## config.mk

```make
export PLATFORM = sky130hd
export DESIGN_NAME = le_varuint_byte_serializer_core
export DESIGN_NICKNAME = d
export VERILOG_FILES = /design/src/hdl/levus_pkg.sv /design/src/hdl/le_varuint_byte_serializer_core.sv
export SDC_FILE = /design/constraint.sdc
export NUM_CORES = 1
export LEC_CHECK = 0
export BUFFER_PORTS_ARGS = -buffer_cell sky130_fd_sc_hd__buf_2
export CAP_MARGIN = 0
export CORE_MARGIN = 5
export CORE_UTILIZATION = 35
export CTS_CLUSTER_SIZE = 12
export DETAILED_ROUTE_END_ITERATION = 10
export PLACE_DENSITY = 0.58
export SLEW_MARGIN = 20
export SYNTH_ARGS = -nofsm -noshare
export SYNTH_HDL_FRONTEND = slang
export SYNTH_SLANG_ARGS = --single-unit
```

## constraint.sdc

```tcl
create_clock -name clock -period 5.2 [get_ports clock]
set_input_delay 0 -clock clock [delete_from_list [all_inputs] [get_ports clock]]
set_output_delay 0 -clock clock [all_outputs]
set_load 0.01 [all_outputs]
```

## src/hdl/levus_pkg.sv

```systemverilog
// ----------------------------------------------------------------------------
// levus_pkg
// shared types and constants for the little-endian / varint byte serializer
// ----------------------------------------------------------------------------
package levus_pkg;

   localparam int VALUE_W     = 64;
   localparam int CMD_W       = 3;
   localparam int BYTE_W      = 8;
   localparam int OFFSET_W    = 11;
   localparam int LEFT_W      = 4;
   localparam int GROUP_W     = 7;
   localparam int REQ_TDATA_W = 64;
   localparam int RSP_TDATA_W = 24;

   typedef enum logic [CMD_W-1:0] {
      CMD_BYTE   = 3'd0,
      CMD_WORD16 = 3'd1,
      CMD_WORD32 = 3'd2,
      CMD_WORD64 = 3'd3,
      CMD_VARINT = 3'd4
   } cmd_type;

endpackage

```

## src/hdl/le_varuint_byte_serializer_core.sv

```systemverilog
// ----------------------------------------------------------------------------
// le_varuint_byte_serializer_core
// serializes one 64-bit value per word as a byte, a 16/32/64-bit
// little-endian word or an unsigned LEB128 varint; while the output is not stalled, one byte per cycle
// ----------------------------------------------------------------------------
// The value is loaded into a 64-bit shift register and leaves it one byte per
// cycle while the output is not stalled, least significant group first: 1, 2,
// 4 or 8 bytes for the fixed widths and 1 to 10 bytes for a varint (7 bits per
// byte). The shift register holds one value at a time, so the next request
// word is taken in the cycle after the last byte of the current one moves into
// the output register; a word with an unused command is taken and dropped.
// Each byte carries its offset, a running count that saturates at
// BUFFER_BYTES; bytes at or past that point are flagged as overflow.
module le_varuint_byte_serializer_core
   import levus_pkg::*;
#(
   parameter int BUFFER_BYTES = 1024
) (
   input  logic                   clock,
   input  logic                   reset,
   input  logic                   req_tvalid,
   output logic                   req_tready,
   input  logic [REQ_TDATA_W-1:0] req_tdata,   // value[63:0]
   input  logic [CMD_W-1:0]       req_tuser,   // command[2:0]
   output logic                   rsp_tvalid,
   input  logic                   rsp_tready,
   output logic [RSP_TDATA_W-1:0] rsp_tdata,   // out_byte[7:0], offset[18:8], zero[23:19]
   output logic                   rsp_tlast,   // last
   output logic                   rsp_tuser    // overflow
);

   localparam int CW = $clog2(BUFFER_BYTES + 1);
   localparam logic [CW-1:0] BUF_LIMIT = CW'(BUFFER_BYTES);

   logic                busy_ff, busy_in;
   logic                varint_ff, varint_in;
   logic [LEFT_W-1:0]   left_ff, left_in;
   logic [VALUE_W-1:0]  shift_ff, shift_in;
   logic [CW-1:0]       count_ff, count_in;
   logic                rsp_valid_ff, rsp_valid_in;
   logic [BYTE_W-1:0]   byte_ff, byte_in;
   logic                last_ff, last_in;
   logic [OFFSET_W-1:0] offset_ff, offset_in;
   logic                ovf_ff, ovf_in;

   logic                accept;
   logic                advance;
   logic                rest_zero;
   logic [BYTE_W-1:0]   cur_byte;
   logic                cur_last;
   logic                cur_ovf;
   logic [CW-1:0]       cur_pos;
   logic [CW+OFFSET_W-1:0] pos_ext;

   assign req_tready = !busy_ff;
   assign accept     = req_tvalid && req_tready;
   assign advance    = busy_ff && (!rsp_valid_ff || rsp_tready);

   assign rest_zero = (shift_ff[VALUE_W-1:GROUP_W] == '0);
   assign cur_byte  = varint_ff ? {!rest_zero, shift_ff[GROUP_W-1:0]} : shift_ff[BYTE_W-1:0];
   assign cur_last  = varint_ff ? rest_zero : (left_ff == LEFT_W'(1));
   assign cur_ovf   = (count_ff >= BUF_LIMIT);
   assign cur_pos   = cur_ovf ? BUF_LIMIT : count_ff;
   assign pos_ext   = {{OFFSET_W{1'b0}}, cur_pos};

   always_comb begin
      busy_in      = busy_ff;
      varint_in    = varint_ff;
      left_in      = left_ff;
      shift_in     = shift_ff;
      count_in     = count_ff;
      rsp_valid_in = rsp_valid_ff;
      byte_in      = byte_ff;
      last_in      = last_ff;
      offset_in    = offset_ff;
      ovf_in       = ovf_ff;

      if (rsp_tready) begin
         rsp_valid_in = 1'b0;
      end

      if (accept) begin
         shift_in  = req_tdata;
         varint_in = 1'b0;
         busy_in   = 1'b1;
         case (cmd_type'(req_tuser))
            CMD_BYTE:   left_in = LEFT_W'(1);
            CMD_WORD16: left_in = LEFT_W'(2);
            CMD_WORD32: left_in = LEFT_W'(4);
            CMD_WORD64: left_in = LEFT_W'(8);
            CMD_VARINT: begin
               varint_in = 1'b1;
               left_in   = '0;
            end
            default: busy_in = 1'b0;
         endcase
      end else if (advance) begin
         shift_in     = varint_ff ? (shift_ff >> GROUP_W) : (shift_ff >> BYTE_W);
         left_in      = left_ff - LEFT_W'(1);
         busy_in      = !cur_last;
         rsp_valid_in = 1'b1;
         byte_in      = cur_byte;
         last_in      = cur_last;
         offset_in    = pos_ext[OFFSET_W-1:0];
         ovf_in       = cur_ovf;
         if (!cur_ovf) begin
            count_in = count_ff + CW'(1);
         end
      end
   end

   always_ff @(posedge clock) begin
      if (reset) begin
         busy_ff      <= 1'b0;
         rsp_valid_ff <= 1'b0;
         count_ff     <= '0;
      end else begin
         busy_ff      <= busy_in;
         rsp_valid_ff <= rsp_valid_in;
         count_ff     <= count_in;
      end
      varint_ff <= varint_in;
      left_ff   <= left_in;
      shift_ff  <= shift_in;
      byte_ff   <= byte_in;
      last_ff   <= last_in;
      offset_ff <= offset_in;
      ovf_ff    <= ovf_in;
   end

   assign rsp_tvalid = rsp_valid_ff;
   assign rsp_tdata  = {{(RSP_TDATA_W-OFFSET_W-BYTE_W){1'b0}}, offset_ff, byte_ff};
   assign rsp_tlast  = last_ff;
   assign rsp_tuser  = ovf_ff;

endmodule

```

==> results of run 1 <==
[metrics by stage]
step,util [%],worst slack [ps],cell area [sq um],hold WS [ps]
after floorplan,-,2700,4920,100
after global placement,39.7,3080,5500,277
after detailed placement,39.7,2990,5500,281
after CTS,46.6,2990,6440,5.75
after global routing,46.6,2810,6440,17.9
final,46.6,3020,6440,12.5
[worst register-to-register path, delay by kind of cell, from the launching register on]
kind / cells / cell delay (ps)
AND/OR/NAND/NOR: 1 / 260
AO/OA/AOI/OAI: 1 / 70
flip-flops: 1 / 350
buffers and inverters: 3 / 1120
[worst max path at each step]
stage / start / cells past startpoint / end
global route: busy_ff / 4 / left_ff[0]
global placement: busy_ff / 5 / shift_ff[40]
CTS: busy_ff / 4 / left_ff[2]
finish: busy_ff / 5 / shift_ff[36]
floorplan: busy_ff / 5 / shift_ff[0]
detailed placement: busy_ff / 4 / left_ff[3]
[layer usage]
metal  track usage [%]  vias up  wire length [microns]
li1                  -     1841                      -
met1              17.5     1712                   4880
met2              24.3      100                   5700
met3              3.24       12                    645
met4              4.31        0                    168
met5                 0        -                      0
[state kept, by name, indices dropped and copies added (netlist names)]
signal      cells
shift_ff       64
offset_ff      11
left_ff         4
count_ff       11
varint_ff       1
busy_ff         1
rsp_tvalid      1
byte_ff         8
rsp_tuser       1
rsp_tlast       1
[cells in the final DEF (no fill, tap or decap), types with 7 or more instances in the layout]
cell type	n
nand2_1	62
dlygate4sd3_1	64
mux2i_1	57
clkbuf_16	10
inv_1	9
nor2_1	13
dfxtp_1	13
edfxtp_1	90
buf_2	93
a21oi_1	9
nor2b_1	7
o21ai_0	60
and2_1	7
nor4_1	14
[area by class of cell]
| class | count | area share [%] |
|---|---|---|
| repair buffers | 161 | 17.6 |
| flip-flops and latches | 103 | 46.0 |
| multi-input cells | 285 | 27.4 |
| clock buffers | 15 | 4.64 |
| clock inverters | 1 | 0.136 |
| well taps | 180 | 3.50 |
| inverters | 12 | 0.699 |
[power by group through the flow]
stage                     clock network (uW)  registers, uW  logic [uW]
after floorplan                            0           1330         330
after global routing                     728           1370         592
after detailed placement                   0           1360         495
final                                    679           1340         525
after global placement                     0           1360         478
after CTS                                696           1350         534
[cells by family after synthesis]
group,Yosys count
buf+inv,43
simple gates,135
mux,58
compound gates,78
flops,103
other cells,1
fa+ha+maj,4
xor+xnor,5
[what timing repair did]
action	CTS	global route
endpoints found under the hold margin	64	0
hold buffers	64	0
resized for setup	0	0
setup buffers	0	0
==> flow_metrics.py, run 1 <==
metrics = {
    "sta": {
        "rsz0062_at_grt": "false",
        "min_period_ps": 2180,
        "period_share_pct": 42.0,
        "drv_slew": 0,
        "relSlewSlack_pct": 29.9,
        "finalSetupTns_ps": 0,
        "clock.fmax_mhz": 458,
        "setup_viol": 0,
        "tightest_slew_ps": 1050,
        "hold_viol": 0,
        "fin_worst_skew_ps": 8.26,
    },
    "placed_design": {
        "placedCellCount": 677,
        "gp_congestion": 0.781,
        "numPortBuffers": 93,
        "dpl.hpwl_microns": 7790,
    },
    "critical_path": {
        "crit_arrival_ps": 2170,
        "critical_path.most_common_cell": "inv_2",
        "r2r-start": "busy_ff",
        "r2r_setup_slack_ps": 3020,
        "worst_path_largest_cell_delay_ps": 510,
        "worstSetupEndpointType": "register",
        "crit_required_ps": 5190,
        "start_kind": "register",
        "cp.buffers_inverters": 3,
        "crit_chain": "nand2b_1, inv_2, a21oi_1, inv_2, buf_4",
        "reg2reg_depth": 5,
        "r2r_end": "shift_ff[36]",
        "cp_slowest_cell": "buf_4",
        "cp_max_fo": 35,
        "crit_family": "buffers and inverters",
        "worstSetupPathType": "register to register",
    },
    "floorplanning": {
        "initial_core_util_pct": 35.5,
        "io_pins": 99,
        "core_sq_um": 13800,
        "fp.dieArea_sq_um": 16500,
        "row_count": 43,
        "die_h_microns": 128,
        "die_w_microns": 128,
    },
    "synthesis": {
        "synth.avg_cell_area_sq_um": 11.5,
        "ys_warn_count": 0,
        "yosysSeqAreaShare_pct": 60.4,
        "synthArstFlopShare_pct": 0,
        "synth-edff-count": 90,
        "synth-simple-area-share_pct": 13.5,
        "yosysUniqueCellTypes": 40,
        "yosys_register_bits": 103,
        "synth_ff_type": "edfxtp_1",
        "synthTopCellsByCount": "90 x edfxtp_1, 62 x nand2_1, 60 x o21ai_0, 57 x mux2i_1, 20 x clkbuf_1",
        "yosysMostFrequentCell": "edfxtp_1",
        "synth_fa_ha_area_share_pct": 1.02,
        "synth_mux_area_share_pct": 11.9,
        "synth.top_cell.area_share_pct": 55.1,
        "synth.cell_area_sq_um": 4900,
        "synth_xor_area_share_pct": 0.893,
        "synth_compound_gate_area_share_pct": 8.39,
        "syn_inst": 427,
        "synthTopCellsByArea": "edfxtp_1 55%, mux2i_1 12%, o21ai_0 6.1%",
        "synth_top_area_cell": "edfxtp_1",
        "synth_top_family_by_area": "simple AND/OR/NAND/NOR gates",
    },
    "clocking": {
        "cts_num_sinks": 103,
        "clockRootBuffer": "clkbuf_16",
        "cts_tree": "done",
        "clock_path_buffers": 2,
        "clock_latency_ps": 350,
        "h-tree-depth": 3,
        "path_clk_slew_ps": 70,
        "cts_buffers": 9,
    },
    "pwr": {
        "swShare_pct": 28.7,
        "power_uw": 2550,
        "leakagePower_uw": 0.00253,
        "power_density_nw_per_um2": 395,
        "p_seq_share_pct": 52.8,
        "p_int_uw": 1820,
        "power_frac_comb_pct": 20.6,
        "pwr-share-clk_pct": 26.6,
        "switching_power_uw": 731,
        "peakVddDrop_mv": 0.185,
    },
    "layout": {
        "finalNonFillerCells": 757,
        "final.fill_count": 1257,
        "drive_above_1_share_pct": 20.3,
        "syn_to_final_growth_pct": 31.4,
        "multi_input_area_sq_um": 1770,
        "diodes": 0,
        "fin_nets": 647,
        "seqCellArea_sq_um": 2960,
    },
    "global_routing": {
        "track_usage_pct": 14.1,
        "grt_pass1_wl_microns": 18300,
        "grt_pass1_vias": 3770,
        "overflow": 0,
        "antenna_found_initial": 0,
        "grt_max_degree": 127,
    },
    "outcome": {
        "status": "finished clean",
    },
    "drt": {
        "drt_wl_total_microns": 11400,
        "drt-initial-drc-count": 231,
        "vias": 3665,
        "wl_per_cell_microns": 15.0,
        "drtPass1Iterations": 4,
        "route.detailed.vias_per_inst": 4.84,
        "postRouteAntennaNets": 0,
        "drcViolationCount": 0,
    },
    "min_path": {
        "hold_depth": 2,
        "hp-start": "req_tuser[1]",
        "hold_path_class": "input pin to register",
        "holdPathEnd": "varint_ff",
    },
    "job": {
        "max_cap_violations": 0,
    },
}
Note: power is estimated with default switching activity, not from simulation.
==> run 2: changes to the inputs <==
PLACE_DENSITY = 0.6   (was 0.58)
clock period = 2 ns   (was 5.2 ns; I/O delays follow)
==> run 2 against run 1 <==
Die area stayed put. Clock power is 140% higher. Via count is 0.30% higher. Largest power group unchanged.
==> flow_metrics.py, run 2 (synthesized netlist as in run 1, its figures left out) <==
metrics = {
    "outcome": {
        "status": "finished clean",
    },
    "layout": {
        "multi_input_area_sq_um": 1790,
        "syn_to_final_growth_pct": 32.5,
        "final_common_cell": "buf_2",
        "final_cell_mix": "93 x buf_2, 90 x edfxtp_1, 63 x dlygate4sd3_1, 62 x nand2_1, 60 x o21ai_0",
        "final.fill_count": 1255,
        "final_area_sq_um": 6500,
        "largest_reg_flops": 64,
        "reg.largest.list": "shift_ff x64, count_ff x11, offset_ff x11",
        "seqCellArea_sq_um": 2970,
        "top_register": "shift_ff",
        "fin_nets": 650,
        "drive_above_1_share_pct": 21.6,
        "diodes": 0,
    },
    "sta": {
        "hold_viol": 0,
        "drv_slew": 0,
        "min_period_ps": 1800,
        "setup_ws_ps": 200,
        "period_share_pct": 90.0,
        "rsz0062_at_grt": "false",
        "setup_viol": 0,
        "fin_worst_skew_ps": 9.12,
        "clock.fmax_mhz": 555,
    },
    "clocking": {
        "cts_num_sinks": 103,
        "clock_latency_ps": 350,
        "cts_buffers": 9,
        "h-tree-depth": 3,
        "clock_path_buffers": 2,
        "cts_tree": "done",
        "clockRootBuffer": "clkbuf_16",
        "path_clk_slew_ps": 70,
    },
    "min_path": {
        "hold_path_class": "input pin to register",
    },
    "floorplanning": {
        "initial_core_util_pct": 35.5,
        "core_sq_um": 13800,
        "die_w_microns": 128,
        "fp.dieArea_sq_um": 16500,
        "io_pins": 99,
        "row_count": 43,
        "die_h_microns": 128,
    },
    "placed_design": {
        "placed_area_sq_um": 5600,
        "dpl.hpwl_microns": 8010,
        "gp_congestion": 0.825,
        "numPortBuffers": 93,
        "place_ws_ps": 259,
    },
    "global_routing": {
        "grt_max_degree": 65,
        "grt_pass1_wl_microns": 18700,
        "track_usage_pct": 14.6,
        "grt_pass1_vias": 3626,
        "antenna_found_initial": 0,
        "overflow": 0,
    },
    "critical_path": {
        "worstSetupEndpointType": "register",
        "worstSetupPathType": "register to register",
        "worst_path_largest_cell_delay_ps": 450,
        "crit_arrival_ps": 1900,
        "cp_max_fo": 3,
        "cp.buffers_inverters": 1,
        "crit_chain": "nor4_1, nand4_1, nor4_1, buf_4, nor2_1",
        "start_kind": "register",
        "critical_path.most_common_cell": "nor4_1",
        "crit_required_ps": 2100,
        "crit_family": "simple AND/OR/NAND/NOR gates",
        "cp_slowest_cell": "nor4_1",
    },
    "pwr": {
        "power_density_nw_per_um2": 1010,
        "leakagePower_uw": 0.00254,
        "peakVddDrop_mv": 0.510,
    },
    "drt": {
        "route.detailed.vias_per_inst": 4.84,
        "postRouteAntennaNets": 0,
        "vias": 3676,
        "drt_wl_total_microns": 11800,
        "wl_per_cell_microns": 15.6,
        "drtPass1Iterations": 5,
        "drt-initial-drc-count": 291,
        "drcViolationCount": 0,
    },
    "job": {
        "max_cap_violations": 0,
    },
}
-- run 2: final timing paths --
check                           cells past startpoint  slack, ps          from    endpoint
worst min register to register                      0        420   shift_ff[0]  byte_ff[0]
worst max-delay path                                5        200  shift_ff[11]  byte_ff[7]
worst min-delay path                                2          7  req_tuser[0]   varint_ff
worst max register to register                      5        200  shift_ff[11]  byte_ff[7]
-- run 2: layout make-up --
class | count | area share, %
well taps | 180 | 3.47
inverters | 12 | 0.828
multi-input cells | 285 | 27.5
clock inverters | 6 | 0.655
clock buffers | 10 | 3.52
flip-flops and latches | 103 | 45.6
repair buffers | 164 | 18.4
-- run 2: what timing repair did --
action,4_1_cts,5_1_grt
gates resized for setup,0,0
hold endpoints to repair,63,0
hold buffers,63,0
setup buffers,0,0
-- run 2: through the flow --
stage / power [uW] / TNS (ps) / instances / utilization (%) / hold WS [ps]
after floorplan: 4330 / -8980 / 431 / - / 100
after global placement: 4850 / 0 / 681 / 40.5 / 273
after detailed placement: 4890 / 0 / 681 / 40.5 / 281
after CTS: 6620 / 0 / 760 / 47.0 / 0.798
after global routing: 6960 / 0 / 760 / 47.0 / 2.18
final: 6580 / 0 / 760 / 47.0 / 6.70
-- run 2: report_power, final --
part	total, uW	internal, uW	switching, uW
Combinational	1450	631	817
Sequential	3490	3110	386
Clock	1640	850	794
-- run 2: routing by layer --
layer / global-route usage [%] / wire [microns] / up-vias
li1: - / - / 1852
met1: 19.5 / 5230 / 1714
met2: 24.2 / 5860 / 101
met3: 3.32 / 598 / 9
met4: 3.81 / 134 / 0
met5: 0 / 0 / -
==> run 3: changes to the inputs <==
HOLD_SLACK_MARGIN = 0.02   (was default)
REMOVE_ABC_BUFFERS = 1   (was default)
==> run 3 against run 2 <==
Register-to-register slack better by 80 ps. Non-clock buffer count is 5 higher. Combinational power is 3% lower. Sequential share of layout area is 0.41 points lower. Routed wire length is 2.4% lower. Critical path depth stayed put. Die area stayed put.
==> flow_metrics.py, run 3 (synthesized netlist as in run 1, its figures left out) <==
metrics = {
    "critical_path": {
        "crit_chain": "nor4_1, nand4_1, nor4_1, buf_4, nor2_1",
        "critical_path.most_common_cell": "nor4_1",
        "r2r_end": "byte_ff[7]",
        "cp_max_fo": 3,
        "worstSetupPathType": "register to register",
        "worstSetupStartpoint": "shift_ff[11]",
        "worst_path_largest_cell_delay_ps": 400,
        "r2r-start": "shift_ff[11]",
        "start_kind": "register",
        "crit_arrival_ps": 1840,
        "r2r_setup_slack_ps": 280,
        "cp_slowest_cell": "edfxtp_1",
        "crit_required_ps": 2110,
        "reg2reg_depth": 5,
        "worstSetupEndpointType": "register",
    },
    "global_routing": {
        "grtUsageMet2_pct": 22.6,
        "overflow": 0,
        "grt_pass1_vias": 3697,
        "grt_pass1_wl_microns": 18200,
        "antenna_found_initial": 0,
        "track_usage_pct": 14.1,
        "grt-busiest-layer": "met2",
        "grt_max_degree": 83,
        "grtUsageMet3_pct": 4.57,
        "use_met1_pct": 18.6,
    },
    "placed_design": {
        "numPortBuffers": 93,
        "gp_congestion": 0.766,
        "dpl.hpwl_microns": 7720,
        "place_ws_ps": 244,
    },
    "sta": {
        "rsz0062_at_grt": "false",
        "tightest_slew_ps": 483,
        "drv_slew": 0,
        "fin_worst_skew_ps": 7.28,
        "min_period_ps": 1720,
        "finalSetupTns_ps": 0,
        "setup_ws_ps": 278,
        "setup_viol": 0,
        "hold_viol": 0,
        "relSlewSlack_pct": 67.4,
        "period_share_pct": 86.1,
        "clock.fmax_mhz": 581,
    },
    "floorplanning": {
        "initial_core_util_pct": 35.5,
        "row_count": 43,
        "fp.dieArea_sq_um": 16500,
        "core_sq_um": 13800,
        "die_w_microns": 128,
        "die_h_microns": 128,
        "io_pins": 99,
    },
    "layout": {
        "drive_above_1_share_pct": 20.5,
        "utilization_pct": 47.4,
        "largest_reg_flops": 64,
        "diodes": 0,
        "reg.largest.list": "shift_ff x64, count_ff x11, offset_ff x11",
        "fin_nets": 655,
        "top_register": "shift_ff",
        "final_common_cell": "buf_2",
        "final_cell_mix": "93 x buf_2, 90 x edfxtp_1, 69 x dlygate4sd3_1, 62 x nand2_1, 60 x o21ai_0",
        "syn_to_final_growth_pct": 33.6,
    },
    "outcome": {
        "status": "finished clean",
    },
    "min_path": {
        "holdPathEnd": "rsp_tvalid",
        "hp-start": "rsp_tready",
        "hold_depth": 3,
        "hold_path_class": "input pin to register",
    },
    "clocking": {
        "h-tree-depth": 3,
        "cts-resized-gates": 0,
        "cts_hold_buf": 69,
        "clockRootBuffer": "clkbuf_16",
        "cts_buffers": 9,
        "path_clk_slew_ps": 70,
        "cts_tree": "done",
        "cts_num_sinks": 103,
        "clock_path_buffers": 2,
        "clock_latency_ps": 350,
        "post_cts_buffers": 0,
    },
    "drt": {
        "route.detailed.vias_per_inst": 4.90,
        "vias": 3745,
        "drt_wl_total_microns": 11500,
        "drcViolationCount": 0,
        "postRouteAntennaNets": 0,
        "drtPass1Iterations": 5,
        "drt-initial-drc-count": 235,
        "wl_per_cell_microns": 15.1,
    },
    "pwr": {
        "leakagePower_uw": 0.00257,
        "switching_power_uw": 1910,
        "peakVddDrop_mv": 0.448,
        "p_int_uw": 4770,
        "power_frac_comb_pct": 21.1,
        "power_uw": 6680,
        "pwr-share-clk_pct": 26.8,
        "p_seq_share_pct": 52.2,
        "swShare_pct": 28.6,
        "power_density_nw_per_um2": 1020,
    },
    "job": {
        "max_cap_violations": 0,
    },
}
## run 3: metrics by stage
step | instance area, sq um | std cells | hold WS [ps]
after floorplan | 4770 | 400 | 69.1
after global placement | 5560 | 680 | 268
after detailed placement | 5560 | 680 | 269
after CTS | 6550 | 765 | 39.7
after global routing | 6550 | 765 | 72.2
final | 6550 | 765 | 59.1
## run 3: layout make-up
class,instances,area (sq um)
multi-input cells,285,1770
flip-flops and latches,103,2960
inverters,12,45.0
repair buffers,169,1250
well taps,180,225
clock inverters,3,41.3
clock buffers,13,260
fillers,1244,7280
## run 3: critical path: cells and delay by family, from the launching register on
kind,cells,cell delay [ps]
simple gates,4,920
buf+inv,1,170
flops,1,400
## run 3: how the worst max path moves through the flow
stage / end / cells past startpoint
4_1_cts: byte_ff[7] / 5
6_report: byte_ff[7] / 5
3_5_place_dp: byte_ff[7] / 5
3_3_place_gp: byte_ff[7] / 5
2_1_floorplan: shift_ff[0] / 4
5_1_grt: byte_ff[7] / 5
## run 3: power by group through the flow
stage	Clock (uW)	Sequential [uW]	Combinational, uW
after floorplan	0	3490	791
final	1790	3480	1410
after global routing	1920	3550	1570
after global placement	0	3510	1270
after detailed placement	0	3530	1310
after CTS	1840	3480	1420
## run 3: metal layers
layer	vias up	routed length [microns]
li1	1859	-
met1	1775	5300
met2	103	5440
met3	8	689
met4	0	109
met5	-	0
